`config.mk`:
```
export PLATFORM = sky130hd
export DESIGN_NAME = psch_ram
export DESIGN_NICKNAME = d
export VERILOG_FILES = /design/src/hw/rtl/psch_ram.sv
export SDC_FILE = /design/constraint.sdc
export NUM_CORES = 1
export LEC_CHECK = 0
export BUFFER_PORTS_ARGS = -buffer_cell sky130_fd_sc_hd__buf_2
export CAP_MARGIN = 20
export CORE_UTILIZATION = 24
export DETAILED_ROUTE_END_ITERATION = 16
export PLACE_DENSITY = 0.45
export SKIP_CTS_REPAIR_TIMING = 1
export SYNTH_ARGS = -nofsm -noshare
export SYNTH_HDL_FRONTEND = slang
export SYNTH_SLANG_ARGS = --single-unit
export TNS_END_PERCENT = 20
```
`constraint.sdc`:
```
create_clock -name clk -period 1.6 [get_ports clk]
set_input_delay 0.08 -clock clk [delete_from_list [all_inputs] [get_ports clk]]
set_output_delay 0.08 -clock clk [all_outputs]
set_load 0.005 [all_outputs]
```
`src/hw/rtl/psch_ram.sv`:
```
// Simple dual-port RAM with one write port and a registered read port.
module psch_ram #(
  parameter int DEPTH = 16,
  parameter int WIDTH = 8,
  parameter int AW    = $clog2(DEPTH)
) (
  input  logic             clk,
  input  logic             we,
  input  logic [AW-1:0]    wa,
  input  logic [WIDTH-1:0] wd,
  input  logic [AW-1:0]    ra,
  output logic [WIDTH-1:0] rd
);

  logic [WIDTH-1:0] mem [DEPTH];
  logic [WIDTH-1:0] rd_r;

  // Write port.
  always_ff @(posedge clk) begin
    if (we) begin
      mem[wa] <= wd;
    end
  end

  // Registered read port.
  always_ff @(posedge clk) begin
    rd_r <= mem[ra];
  end

  assign rd = rd_r;

endmodule

```
Word-level counts from Yosys, hierarchy flattened
Memories as Yosys holds them, arrays and structs flattened. A register that Yosys moved wholly into a read port is not among the register bits. Index checks and enable logic that the tools add are counted.

Register bits: 0. Bits in latches: 0. RAM bits: 128. Bits in read-only memories: 0. Bits of input ports: 18. Output and inout bits: 8. Logic and storage cells: 3. Memories: 1.

$add $sub $neg: 0. Multiply operators: 0. Divide/modulo/power cells: 0. Magnitude comparators: 0. Equal/unequal tests: 0. Shift operators: 0. Mux-type cells: 2. Bitwise gates (word level): 0. Reductions and logical operators: 0.

Memories: mem (depth 16, bits a word 8, read ports 1, clocked after memory_dff 1, write ports 1, RTL line 15) `logic [WIDTH-1:0] mem [DEPTH];`.

Operators by type and width (number): $mux 1 (2).

Logic depth before layout (Yosys ltp)
Depth after elaboration: 2. Mapped depth: 5.

Least setup slack after synthesis
OpenSTA, ideal clock, no wires.

Kind: input port to flip-flop. From: input port wa[2]. To: memory mem[0][0] (enable). Library setup time: 383 ps. Arrival: 1190 ps. Required time: 1217 ps. Setup slack: 27 ps. Cell stages on the path: 2. Cells stage by stage: or3b_2 nor3_1.

RTL lines: from (decl) (RTL line 9) `input logic [AW-1:0] wa,`; to (decl) (RTL line 15).

Straight into the memory's write port.

==> results list <==
- Outcome: completed
* First DRT Iteration DRCs: 146
* Placer congestion estimate: 0.6809
- The synthesized design contains 136 register bits.
- The total area inside the core boundary comes to 21,020 um^2.
- Grouping stages by cell kind, the critical path spends the most delay in multiplexers.
- Max FO, Critical Path: 1
- At the worst endpoint, the required time is 1.88 ns.
- Portion of the clock cycle consumed by the worst path in the final layout: 87.85%
- Count of flip-flops with a built-in enable after synthesis: 128
- Synth area leaders: sky130_fd_sc_hd__edfxtp_1 75%, sky130_fd_sc_hd__mux4_2 7.9%, sky130_fd_sc_hd__mux4_1 7.1%, sky130_fd_sc_hd__dfxtp_1 3.1%, sky130_fd_sc_hd__a22oi_1 2.3%
- Timing would allow up to 0.7114 GHz.
* Worst min-delay path category: input port to register
* Average via count per standard cell: 4.227
- After synthesis, the netlist uses 19 different library cells.
- The net count of the finished layout is 306.
- The sequential cells in the finished layout cover a total of 4004 um^2.
- Flip-flop cell with the highest count after synthesis: sky130_fd_sc_hd__edfxtp_1
* Setup TNS: 0 ns
* Detailed-route wire length per cell: 18.66 um
- Num CTS Buffers: 17
- The most common cell in the synthesized netlist is sky130_fd_sc_hd__edfxtp_1.
* RSZ-0062 raised after global routing: no
- IO Count: 26
- For the pin with the worst max-slew slack, the measured transition is 0.4574 ns.
- TritonCTS built the clock tree.
- The clock drives 136 sinks.
- Final-report max-slew violation count: 0
- For the worst-skew pair, the clock arrives at the later sink with an insertion delay of 0.40 ns.
- Number of core rows: 53
* Number of global-route vias before repair: 2,498
- Data on the critical path arrives at its endpoint at 1.69 ns.
- Crit path capture type: register
* Global router's overall resource usage: 10.74%
* Post-synthesis area per instance: 22.48 um^2
- STA classifies the critical path startpoint as a register.
- Final critical path time including I/O delays and setup: 1.406 ns
- Synthesized netlist net count: 247
- WS Path Type: register to register
* Worst path bufs/invs: 0
* DIE WIDTH: 148.5 um
- Cells with a size suffix above 1 make up 31.23% of the layout.
* Yosys synthesis warning count: 0
- Total Die Area: 22,040 um^2
- P&R area growth vs syn: 23.55%
- Reg-to-reg setup timing slack: 0.19 ns
* Post-synth top area cell: sky130_fd_sc_hd__edfxtp_1
- The initial antenna violation count came to 0.
- By count the netlist is led by 128 x sky130_fd_sc_hd__edfxtp_1, 18 x sky130_fd_sc_hd__mux4_2, 16 x sky130_fd_sc_hd__a22oi_1, 14 x sky130_fd_sc_hd__mux4_1, 13 x sky130_fd_sc_hd__nor2_1.
- Remaining antenna violation count: 0
* HPWL Detailed: 7.028 mm
- In this design, the stage delay of the slowest critical-path cell is 0.51 ns.
- Port Buffer Count: 25
- In this run the deepest clock path goes through 2 buffers.
- VDD sags by at most 0.0007031 V.
- Synthesis produced a netlist whose cell count is 229.
* Chip height: 148.5 um
* CTS clock-pin slew for the worst setup and hold paths: 0.06 ns
* Library cell contributing the largest single delay on the critical path: sky130_fd_sc_hd__mux4_1
- Setup slack on the critical path of the routed design comes to 0.1944 ns.
- Register area share after synthesis: 77.78%
* Setup Slack @ Placement: -0.005051 ns
- The detailed router placed 2,435 vias in this run.
- Endpoints failing setup: 0
- For this design the ratio of total power to cell area is 1303 nW/um^2.
- The repair_antennas step left the layout with diodes totalling 0.
* Global route total overflow: 0
- For the final database, setup skew stands at 0.005898 ns.
- Pin count of the biggest net entering global routing: 33
- Of the post-synthesis cell area, the dominant cell type holds 74.67%.
- Max-cap violations: 0
* Detailed-route DRC error count: 0
- The first global-routing pass estimated 16.33 mm of wire.
- Number of iterations in the first detailed-routing pass: 4
* Clock tree root buffer cell: sky130_fd_sc_hd__clkbuf_16
- Number of hold violations in the final report: 0
- In this run the number of H-tree levels came out at 4.
- Multi-input combinational cell area: 1057 um^2
* Leakage component of the power: 2.136 nW
* Post-synth ARST share: 0%
- Sum of routed wire length over all layers: 10.75 mm
* Synthesized area: 5147 um^2
* Effective utilization at floorplan: 24.49%
- Worst path cell trace: mux4_1 -> a22oi_1 -> nand2_1
- Count of fill cells added during filler insertion: 2,011
* Relative slew slack: 69.51%
==> through the flow <==
| step | area [um^2] | cells | power, mW | hold slack, ns | util (%) |
|---|---|---|---|---|---|
| floorplan | 5147 | 229 | 4.278 | 0.1789 | - |
| global placement | 5768 | 544 | 4.482 | 0.4773 | 27.44 |
| detailed placement | 5768 | 544 | 4.485 | 0.4720 | 27.44 |
| CTS | 6360 | 576 | 8.390 | 0.05435 | 30.25 |
| global route | 6360 | 576 | 8.588 | 0.06489 | 30.25 |
| finish | 6360 | 576 | 8.289 | 0.06411 | 30.25 |
==> area by class of cell <==
cell class	count	area share, %
sequential	136	62.95
multi-input combinational	83	16.62
clock buffer	19	6.807
timing repair buffer	50	5.705
tap	275	5.410
clock inverter	13	2.499
==> worst register-to-register path: cells and delay by family, from the launching register on <==
family	cells	cell delay [ns]
DFF	1	0.36
AOI/OAI and AO/OA	1	0.32
and+or+nand+nor	1	0.10
muxes	1	0.51
==> state kept, by name (all words and copies together) (netlist names) <==
| register | count |
|---|---|
| mem | 128 |
| rd | 8 |
==> logic make-up after synthesis <==
group,Yosys count,share of synthesized area (%)
simple gates,35,3.184
mux,32,15.02
buf+inv,10,1.677
flops,136,77.78
compound gates,16,2.334
==> cells in the final DEF, fill, tap and decap left out, drive strengths merged <==
cell type,n
clkinv,9
nand2,9
dfxtp,8
edfxtp,128
nor3,4
nand3b,2
and2b,1
nand3,1
nor2,13
and2,1
a22oi,16
or3b,1
nand2b,2
clkbuf,19
nor2b,1
buf,50
mux4,32
bufinv,4
==> final timing paths <==
| path | start | endpoint | cells past startpoint |
|---|---|---|---|
| max | mem[1][2]$_DFFE_PP_ | rd[2]$_DFF_P_ | 3 |
| min | wd[7] | mem[2][7]$_DFFE_PP_ | 1 |
| max reg2reg | mem[1][2]$_DFFE_PP_ | rd[2]$_DFF_P_ | 3 |
| min reg2reg | mem[12][6]$_DFFE_PP_ | rd[6]$_DFF_P_ | 3 |
==> routing by layer <==
| layer | wire length (um) | up-vias | track usage [%] |
|---|---|---|---|
| met3 | 655 | 6 | 3.497 |
| met4 | 87 | 0 | 3.557 |
| met1 | 4887 | 1278 | 14.37 |
| li1 | - | 1089 | - |
| met2 | 5118 | 62 | 16.36 |
| met5 | 0 | - | 0 |
==> where the power goes <==
group | internal (mW) | total [mW] | switching, mW | leakage [nW]
combinational | 0.174 | 0.392 | 0.217 | 0.620
sequential | 3.99 | 4.01 | 0.0235 | 1.22
clock | 2.57 | 3.89 | 1.32 | 0.292
Power figures use the tool's default switching activity.
